[src/hw/rtl/a85_pkg.sv]
// ----------------------------------------------------------------------------
// a85_pkg
// Types, character codes and the base-85 weight table shared by the
// ascii85 stream decoder.
// ----------------------------------------------------------------------------
package a85_pkg;

	typedef struct packed {
		logic [7:0] in_byte;
		logic       end_of_input;
	} in_item_t;

	typedef struct packed {
		logic [7:0] out_byte;
		logic       byte_valid;
		logic [2:0] status;
		logic       last_of_run;
	} out_item_t;

	// One unit of work handed from the front end to the back end:
	// nbytes decoded bytes from word (msb first), then a status beat if
	// status is not running.
	typedef struct packed {
		logic [31:0] word;
		logic [2:0]  nbytes;
		logic [2:0]  status;
	} job_t;

	localparam logic [2:0] ST_RUN   = 3'd0;
	localparam logic [2:0] ST_OK    = 3'd1;
	localparam logic [2:0] ST_BAD   = 3'd2;
	localparam logic [2:0] ST_ZMID  = 3'd3;
	localparam logic [2:0] ST_TILDE = 3'd4;

	localparam logic [7:0] CH_FIRST = 8'h21; // '!'
	localparam logic [7:0] CH_LAST  = 8'h75; // 'u'
	localparam logic [7:0] CH_Z     = 8'h7A; // 'z'
	localparam logic [7:0] CH_TILDE = 8'h7E; // '~'
	localparam logic [7:0] CH_GT    = 8'h3E; // '>'
	localparam logic [7:0] CH_DEL   = 8'h7F;
	localparam logic [7:0] CH_NUL   = 8'h00;
	localparam logic [7:0] CH_BS    = 8'h08;
	localparam logic [7:0] CH_TAB   = 8'h09;
	localparam logic [7:0] CH_LF    = 8'h0A;
	localparam logic [7:0] CH_FF    = 8'h0C;
	localparam logic [7:0] CH_CR    = 8'h0D;
	localparam logic [7:0] CH_SP    = 8'h20;

	localparam int unsigned GROUP_DIGITS = 5;

	// weight of digit position idx, most significant position first
	function automatic logic [25:0] pow85(input logic [2:0] idx);
		logic [25:0] w;
		unique case (idx)
			3'd0:    w = 26'd52200625;
			3'd1:    w = 26'd614125;
			3'd2:    w = 26'd7225;
			3'd3:    w = 26'd85;
			default: w = 26'd1;
		endcase
		return w;
	endfunction

endpackage

[src/hw/rtl/a85_front.sv]
// ----------------------------------------------------------------------------
// a85_front
// Accepts one encoded character per beat, classifies it, keeps the group
// accumulator and emits one job per character that yields output.
// ----------------------------------------------------------------------------
module a85_front (
	input  logic              clk,
	input  logic              arst_n,
	input  logic              in_valid,
	output logic              in_ready,
	input  a85_pkg::in_item_t in_data,
	input  logic              q_full,
	output logic              push,
	output a85_pkg::job_t     push_job
);
	import a85_pkg::*;

	logic [32:0] sum_q, sum_d, sum_nx, prod, addend;
	logic [2:0]  cnt_q, cnt_d, idx, pw_sel;
	logic        tilde_q, tilde_d;
	logic [25:0] pw;
	logic [6:0]  digit;
	logic [7:0]  ch;
	logic        eoi, is_digit, is_ws, accept;
	job_t        job;

	always_comb begin
		ch       = in_data.in_byte;
		eoi      = in_data.end_of_input;
		is_digit = (ch >= CH_FIRST) && (ch <= CH_LAST);
		is_ws    = (ch == CH_LF) || (ch == CH_CR) || (ch == CH_TAB) || (ch == CH_SP) ||
		           (ch == CH_NUL) || (ch == CH_FF) || (ch == CH_BS) || (ch == CH_DEL);
		idx      = (cnt_q < 3'(GROUP_DIGITS)) ? cnt_q : 3'(GROUP_DIGITS - 1);
		digit    = 7'(ch - CH_FIRST);
		// one adder: digit weight while accumulating, rounding term on flush
		pw_sel   = tilde_q ? 3'(cnt_q - 3'd1) : idx;
		pw       = pow85(pw_sel);
		prod     = 33'(digit) * 33'(pw);
		addend   = tilde_q ? 33'(pw) : prod;
		sum_nx   = 33'(sum_q + addend);

		job      = '0;
		job.status = ST_RUN;
		sum_d    = sum_q;
		cnt_d    = cnt_q;
		tilde_d  = tilde_q;

		priority if (tilde_q) begin
			if (ch == CH_GT && cnt_q != 3'd0 && cnt_q < 3'(GROUP_DIGITS)) begin
				job.word   = sum_nx[31:0];
				job.nbytes = 3'(cnt_q - 3'd1);
			end
			job.status = ST_OK;
		end else if (is_digit) begin
			if (idx == 3'(GROUP_DIGITS - 1)) begin
				job.word   = sum_nx[31:0];
				job.nbytes = 3'd4;
				sum_d      = '0;
				cnt_d      = '0;
			end else begin
				sum_d = sum_nx;
				cnt_d = 3'(idx + 3'd1);
			end
			if (eoi) job.status = ST_OK;
		end else if (ch == CH_Z) begin
			if (cnt_q != 3'd0) begin
				job.status = ST_ZMID;
			end else begin
				job.nbytes = 3'd4;
				if (eoi) job.status = ST_OK;
			end
		end else if (ch == CH_TILDE) begin
			if (eoi) job.status = ST_TILDE;
			else tilde_d = 1'b1;
		end else if (is_ws) begin
			if (eoi) job.status = ST_OK;
		end else begin
			job.status = ST_BAD;
		end

		// stream finished: back to idle
		if (job.status != ST_RUN) begin
			sum_d   = '0;
			cnt_d   = '0;
			tilde_d = 1'b0;
		end
	end

	assign in_ready = !q_full;
	assign accept   = in_valid && in_ready;
	assign push     = accept && (job.nbytes != 3'd0 || job.status != ST_RUN);
	assign push_job = job;

	always_ff @(posedge clk or negedge arst_n) begin
		if (!arst_n) begin
			sum_q   <= '0;
			cnt_q   <= '0;
			tilde_q <= 1'b0;
		end else if (accept) begin
			sum_q   <= sum_d;
			cnt_q   <= cnt_d;
			tilde_q <= tilde_d;
		end
	end

endmodule

[src/hw/rtl/a85_queue.sv]
// ----------------------------------------------------------------------------
// a85_queue
// Small job queue between front end and back end; head is read directly.
// ----------------------------------------------------------------------------
module a85_queue #(
	parameter int DEPTH = 4
) (
	input  logic          clk,
	input  logic          arst_n,
	input  logic          push,
	input  a85_pkg::job_t push_job,
	input  logic          pop,
	output a85_pkg::job_t head,
	output logic          empty,
	output logic          full
);
	import a85_pkg::*;

	localparam int PTR_W = (DEPTH > 1) ? $clog2(DEPTH) : 1;
	localparam int CNT_W = $clog2(DEPTH + 1);

	job_t             slot_q [DEPTH];
	logic [PTR_W-1:0] wr_q, rd_q;
	logic [CNT_W-1:0] count_q;

	assign empty = (count_q == '0);
	assign full  = (count_q == CNT_W'(DEPTH));
	assign head  = slot_q[rd_q];

	always_ff @(posedge clk) begin
		if (push) slot_q[wr_q] <= push_job;
	end

	always_ff @(posedge clk or negedge arst_n) begin
		if (!arst_n) begin
			wr_q    <= '0;
			rd_q    <= '0;
			count_q <= '0;
		end else begin
			if (push) wr_q <= (wr_q == PTR_W'(DEPTH - 1)) ? '0 : PTR_W'(wr_q + 1'b1);
			if (pop)  rd_q <= (rd_q == PTR_W'(DEPTH - 1)) ? '0 : PTR_W'(rd_q + 1'b1);
			if (push && !pop)      count_q <= CNT_W'(count_q + 1'b1);
			else if (pop && !push) count_q <= CNT_W'(count_q - 1'b1);
		end
	end

endmodule

[src/hw/rtl/a85_back.sv]
// ----------------------------------------------------------------------------
// a85_back
// Walks the head job one beat per cycle unless the output stalls: its bytes
// msb first, then the status beat if the job ends the stream. Registered output.
// ----------------------------------------------------------------------------
module a85_back (
	input  logic               clk,
	input  logic               arst_n,
	input  a85_pkg::job_t      head,
	input  logic               job_avail,
	output logic               pop,
	output logic               out_valid,
	input  logic               out_ready,
	output a85_pkg::out_item_t out_data
);
	import a85_pkg::*;

	logic [2:0] k_q;
	logic       valid_q, take, is_byte;
	out_item_t  out_q, item;

	always_comb begin
		is_byte = (k_q < head.nbytes);
		item    = '0;
		if (is_byte) begin
			unique case (k_q[1:0])
				2'd0: item.out_byte = head.word[31:24];
				2'd1: item.out_byte = head.word[23:16];
				2'd2: item.out_byte = head.word[15:8];
				2'd3: item.out_byte = head.word[7:0];
			endcase
			item.byte_valid  = 1'b1;
			item.status      = ST_RUN;
			item.last_of_run = (3'(k_q + 3'd1) == head.nbytes) && (head.status == ST_RUN);
		end else begin
			item.status      = head.status;
			item.last_of_run = 1'b1;
		end
	end

	assign take      = job_avail && (!valid_q || out_ready);
	assign pop       = take && item.last_of_run;
	assign out_valid = valid_q;
	assign out_data  = out_q;

	always_ff @(posedge clk) begin
		if (take) out_q <= item;
	end

	always_ff @(posedge clk or negedge arst_n) begin
		if (!arst_n) begin
			valid_q <= 1'b0;
			k_q     <= '0;
		end else if (take) begin
			valid_q <= 1'b1;
			k_q     <= item.last_of_run ? 3'd0 : 3'(k_q + 3'd1);
		end else if (out_ready) begin
			valid_q <= 1'b0;
		end
	end

endmodule

[src/hw/rtl/ascii85_stream_decoder.sv]
// ----------------------------------------------------------------------------
// ascii85_stream_decoder
// An accepted character's job is written into the job queue, and the back end
// then registers its beats; one result beat per cycle unless out_ready stalls.
// Throughput: one character per cycle while the job queue has room; a job
// of n bytes yields n byte beats, so 'z' bursts can fill the queue and stall input.
// Reset: arst_n clears the group accumulator, queue pointers and output
// valid; the decoder starts a fresh stream.
// ----------------------------------------------------------------------------
module ascii85_stream_decoder #(
	parameter int QUEUE_DEPTH = 4
) (
	input  logic               clk,
	input  logic               arst_n,
	input  logic               in_valid,
	output logic               in_ready,
	input  a85_pkg::in_item_t  in_data,
	output logic               out_valid,
	input  logic               out_ready,
	output a85_pkg::out_item_t out_data
);
	import a85_pkg::*;

	logic push, pop, q_empty, q_full;
	job_t push_job, head;

	a85_front u_front (
		.clk      (clk),
		.arst_n   (arst_n),
		.in_valid (in_valid),
		.in_ready (in_ready),
		.in_data  (in_data),
		.q_full   (q_full),
		.push     (push),
		.push_job (push_job)
	);

	a85_queue #(
		.DEPTH (QUEUE_DEPTH)
	) u_queue (
		.clk      (clk),
		.arst_n   (arst_n),
		.push     (push),
		.push_job (push_job),
		.pop      (pop),
		.head     (head),
		.empty    (q_empty),
		.full     (q_full)
	);

	a85_back u_back (
		.clk       (clk),
		.arst_n    (arst_n),
		.head      (head),
		.job_avail (!q_empty),
		.pop       (pop),
		.out_valid (out_valid),
		.out_ready (out_ready),
		.out_data  (out_data)
	);

	a_no_overflow: assert property (@(posedge clk) disable iff (!arst_n)
		!(push && q_full))
		else $error("job pushed into full queue");

	a_pop_nonempty: assert property (@(posedge clk) disable iff (!arst_n)
		pop |-> !q_empty)
		else $error("pop from empty queue");

	a_status_beat: assert property (@(posedge clk) disable iff (!arst_n)
		(out_valid && !out_data.byte_valid) |->
			(out_data.last_of_run && out_data.status != ST_RUN))
		else $error("status beat without final status");

	a_byte_beat: assert property (@(posedge clk) disable iff (!arst_n)
		(out_valid && out_data.byte_valid) |-> (out_data.status == ST_RUN))
		else $error("data beat with nonzero status");

endmodule
[config.mk]
export PLATFORM = sky130hd
export DESIGN_NAME = ascii85_stream_decoder
export DESIGN_NICKNAME = d
export VERILOG_FILES = /design/src/hw/rtl/a85_pkg.sv /design/src/hw/rtl/a85_front.sv /design/src/hw/rtl/a85_queue.sv /design/src/hw/rtl/a85_back.sv /design/src/hw/rtl/ascii85_stream_decoder.sv
export SDC_FILE = /design/constraint.sdc
export NUM_CORES = 1
export LEC_CHECK = 0
export CAP_MARGIN = 20
export CORE_MARGIN = 8
export CORE_UTILIZATION = 60
export CTS_BUF_LIST = sky130_fd_sc_hd__clkbuf_4
export DETAILED_ROUTE_END_ITERATION = 8
export DONT_BUFFER_PORTS = 1
export PLACE_DENSITY = 0.76
export SLEW_MARGIN = 10
export SYNTH_ARGS = -nofsm -noshare
export SYNTH_HDL_FRONTEND = slang
export SYNTH_SLANG_ARGS = --single-unit
[constraint.sdc]
create_clock -name clk -period 21.9 [get_ports clk]
set_input_delay 4.38 -clock clk [delete_from_list [all_inputs] [get_ports clk]]
set_output_delay 4.38 -clock clk [all_outputs]
set_load 0.02 [all_outputs]
==> impl_results.md <==
- Fin crit share: 0.5389
- Crit path time final: 11800 ps
- Fmax: 84.73 MHz
- Yosys Warn Count: 0
- Syn-to-layout area delta: 6.218%
- Clock sinks: approximately 210
- Post-synth top area cell: edfxtp_1
- Multi-input logic area: 7966 um2
- Initial antenna violation count: 1
- Compound-Gate Fraction of Synth Area: 0.1165
- Post-synthesis sequential area ratio: 0.4151
- Post-synthesis cell type count: 64
- Number of synthesized flops with an enable pin: 165
- Final wirelength: 31430 um
- Gate Count Post-Synth: about 1300
- Simple-Gate Fraction of Synth Area: 0.1070
- Post-DP HPWL: 23620 um
- Core area: 24250 um2
- WP data required: ~22000 ps
- Register bit total from synthesis: between 200 and 250
- Post-Layout Cell Count: ~1700
- Post-synth top area share: 0.3355
- RSZ-0062 raised after global routing: false
- Multiplexer share of the synthesized area: 0.06319
- Final ANT Viol Nets: 0
- HP Class: register to register
- Die height: 172.9 um
- Grt met1 use: 0.2862
- DR iter-0 viols: 796
- Starting density of the core: 0.6091
- All-Layer GR Usage: 0.2128
- Hold slack: between 400 and 500 ps
- Met3 usage: 0.02832
- DP Worst Slack: 9508 ps
- Syn avg cell area: 11.52 um2
- Drt via density: about 5.9
- CTS tree: built
- # port buffers: 0
- Pin count of the biggest net entering global routing: 60
- Top post-synthesis cells by area: edfxtp_1, ha_1, fa_1
- DR WL/cell: between 15 and 20 um
- Netlist Area Pre-Place: 14770 um2
- Layout cells sized above 1: 0.1061
- CTS HTree Levels: 2
- Post-synthesis xor/xnor area fraction: 0.04032
- Status: finished clean
- Max Cap Viol: 0
- Final setup margin: about 10000 ps
- Top FF cell, synth: edfxtp_1
- Fin Setup TNS: 0 ps
- Setup Fix Bufs, Post-CTS: 0
- Root buffer cell: clkbuf_4
- Most used routing layer: met2
- Worst setup EP type: register
- 1st-pass router iterations: 5
- Critical path arrival: ~12000 ps
- Vias in the first global route: a little under 10000
- Post-synthesis net count: 1501
- Hold-fix buffers, CTS: 0
- Ys async rst share: 0.2217
- Relative slew slack: 0.2350
- Die width: about 170 um
- Adder-Cell Fraction of Synth Area: 0.2116
- DRC Markers: 0
- Fin nets: approximately 1500
- Crit Path Class: input pin to register
- Largest family of logic cells by synthesized area: adder cells
- Routed vias: around 10000
- Die area: approximately 30000 um2
- # rows: 57
- First-pass GRT wire length: 52090 um
- Clk_lat worst skew: between 600 and 700 ps
- Startpoint Class: input pin
- M2 GR Usage: 0.3599
- Ports: 28
- Dpl cells: 1570
- CTS resizes: 0
- Clock tree buffer depth: 3
- Worst Tran Pin Value: about 1100 ps
- Worst-path maximum fanout: 8
- Worst-path clk slew: 60 ps
- Slew Viols, Final: 0
- Setup Skew: 52.72 ps
- Setup violations, final: 0
- CTS Buf Count: 46
- Routability cong.: approximately 0.95
- Sequential cell area: 6132 um2
- Global route total overflow: 0
- Fill cells: 1886
- Endpoints failing hold: 0
==> logic make-up (layout without fill, tap and decap cells) <==
| kind of cell | after synthesis | count (layout) |
|---|---|---|
| simple gates | 314 | 314 |
| fa+ha+maj | 206 | 206 |
| compound gates | 258 | 258 |
| xor+xnor | 68 | 68 |
| flops | 212 | 212 |
| mux | 45 | 45 |
| buf+inv | 179 | 226 |
| other cells | 0 | 1 |
==> path summary, 6_finish.rpt <==
| path | from | end | slack [ps] | cells after the start |
|---|---|---|---|---|
| max reg2reg | u_front.cnt_q[0] | u_queue.slot_q[2][37] | 12550 | 36 |
| max | in_data[5] | u_queue.slot_q[2][37] | 10100 | 28 |
| min | u_front.sum_q[20] | u_front.sum_q[20] | 490 | 2 |
| max in group asynchronous | arst_n | u_front.sum_q[20] | 18280 | 0 |
| min reg2reg | u_front.sum_q[20] | u_front.sum_q[20] | 490 | 2 |
| min in group asynchronous | arst_n | u_front.sum_q[4] | 3450 | 0 |
==> cell usage in the layout (no fill, tap or decap), types with 18 or more instances in the layout <==
master    instances
o21ai_0          47
nand2b_1         20
edfxtp_1        165
xnor2_1          41
nor2b_1          37
a21oi_1          67
a21o_1           37
fa_1             73
dfrtp_1          46
inv_1           135
mux4_2           38
xor2_1           27
clkinv_1         19
nand2_1          55
a22o_1           31
ha_1            133
nor2_1           94
nand3_1          18
clkbuf_4         58
==> critical path: stages <==
cell       delay (ps)
nor3_2            210
nand3_1           120
xnor2_1           620
nor2_1            250
fa_1              550
fa_1              520
fa_1              550
inv_1              60
fa_1              520
inv_1              40
ha_1              380
a2111oi_0         550
a21oi_2           170
nand2b_1          200
a31oi_1           200
xor2_1            150
o21ai_0            90
ha_1              380
o21ai_0           190
a21oi_1            70
o41ai_2           260
o21ai_0           230
a311o_1           440
a21oi_1           280
o21ai_0           170
xnor2_1           290
xnor2_1           160
nor2_1             80
==> layer usage <==
layer  routed length, um  vias to the layer above
met3                1808                       34
met4                 469                        0
met2               15700                      330
li1                    -                     4647
met1               13450                     4729
met5                   0                        -
==> layout make-up <==
class | instances | share of cell area
clock inverters | 25 | 0.01148
inverters | 135 | 0.03230
repair buffers | 8 | 0.003828
multi-input cells | 891 | 0.5078
diodes | 1 | 0.0001595
clock buffers | 58 | 0.02775
well taps | 324 | 0.02584
flip-flops and latches | 212 | 0.3909
==> cell usage after synthesis, types with 8 or more instances <==
master and instances:
a21o_1 37, a21oi_1 67, a22o_1 31, a22oi_1 8, a31oi_1 10, and2_1 15
buf_2 9, clkbuf_1 27, dfrtp_1 47, edfxtp_1 165, fa_1 73, ha_1 133
inv_1 135, mux4_2 38, nand2_1 55, nand2b_1 20, nand3_1 18, nand4_1 9
nor2_1 94, nor2b_1 38, nor3_1 15, o21ai_0 47, or2_2 14, or3_1 8
xnor2_1 41, xor2_1 27
==> flip-flops by register name (all words and copies together), names as in the netlist <==
| register | flops |
|---|---|
| u_queue.slot_q | 152 |
| u_front.sum_q | 32 |
| u_back.out_data | 13 |
| u_back.k_q | 3 |
| u_front.cnt_q | 3 |
| u_queue.count_q | 3 |
| u_queue.rd_q | 2 |
| u_queue.wr_q | 2 |
| u_back.out_valid | 1 |
| u_front.tilde_q | 1 |
==> through the flow <==
stage                     instance area [um2]  utilization
after floorplan                         14770            -
after global placement                  15070       0.6215
after detailed placement                15070       0.6215
after CTS                               15690       0.6469
after global routing                    15690       0.6470
final                                   15690       0.6470
Power is not shown: default switching activity piles up to over one toggle a cycle in this logic, so the estimate is an artifact.
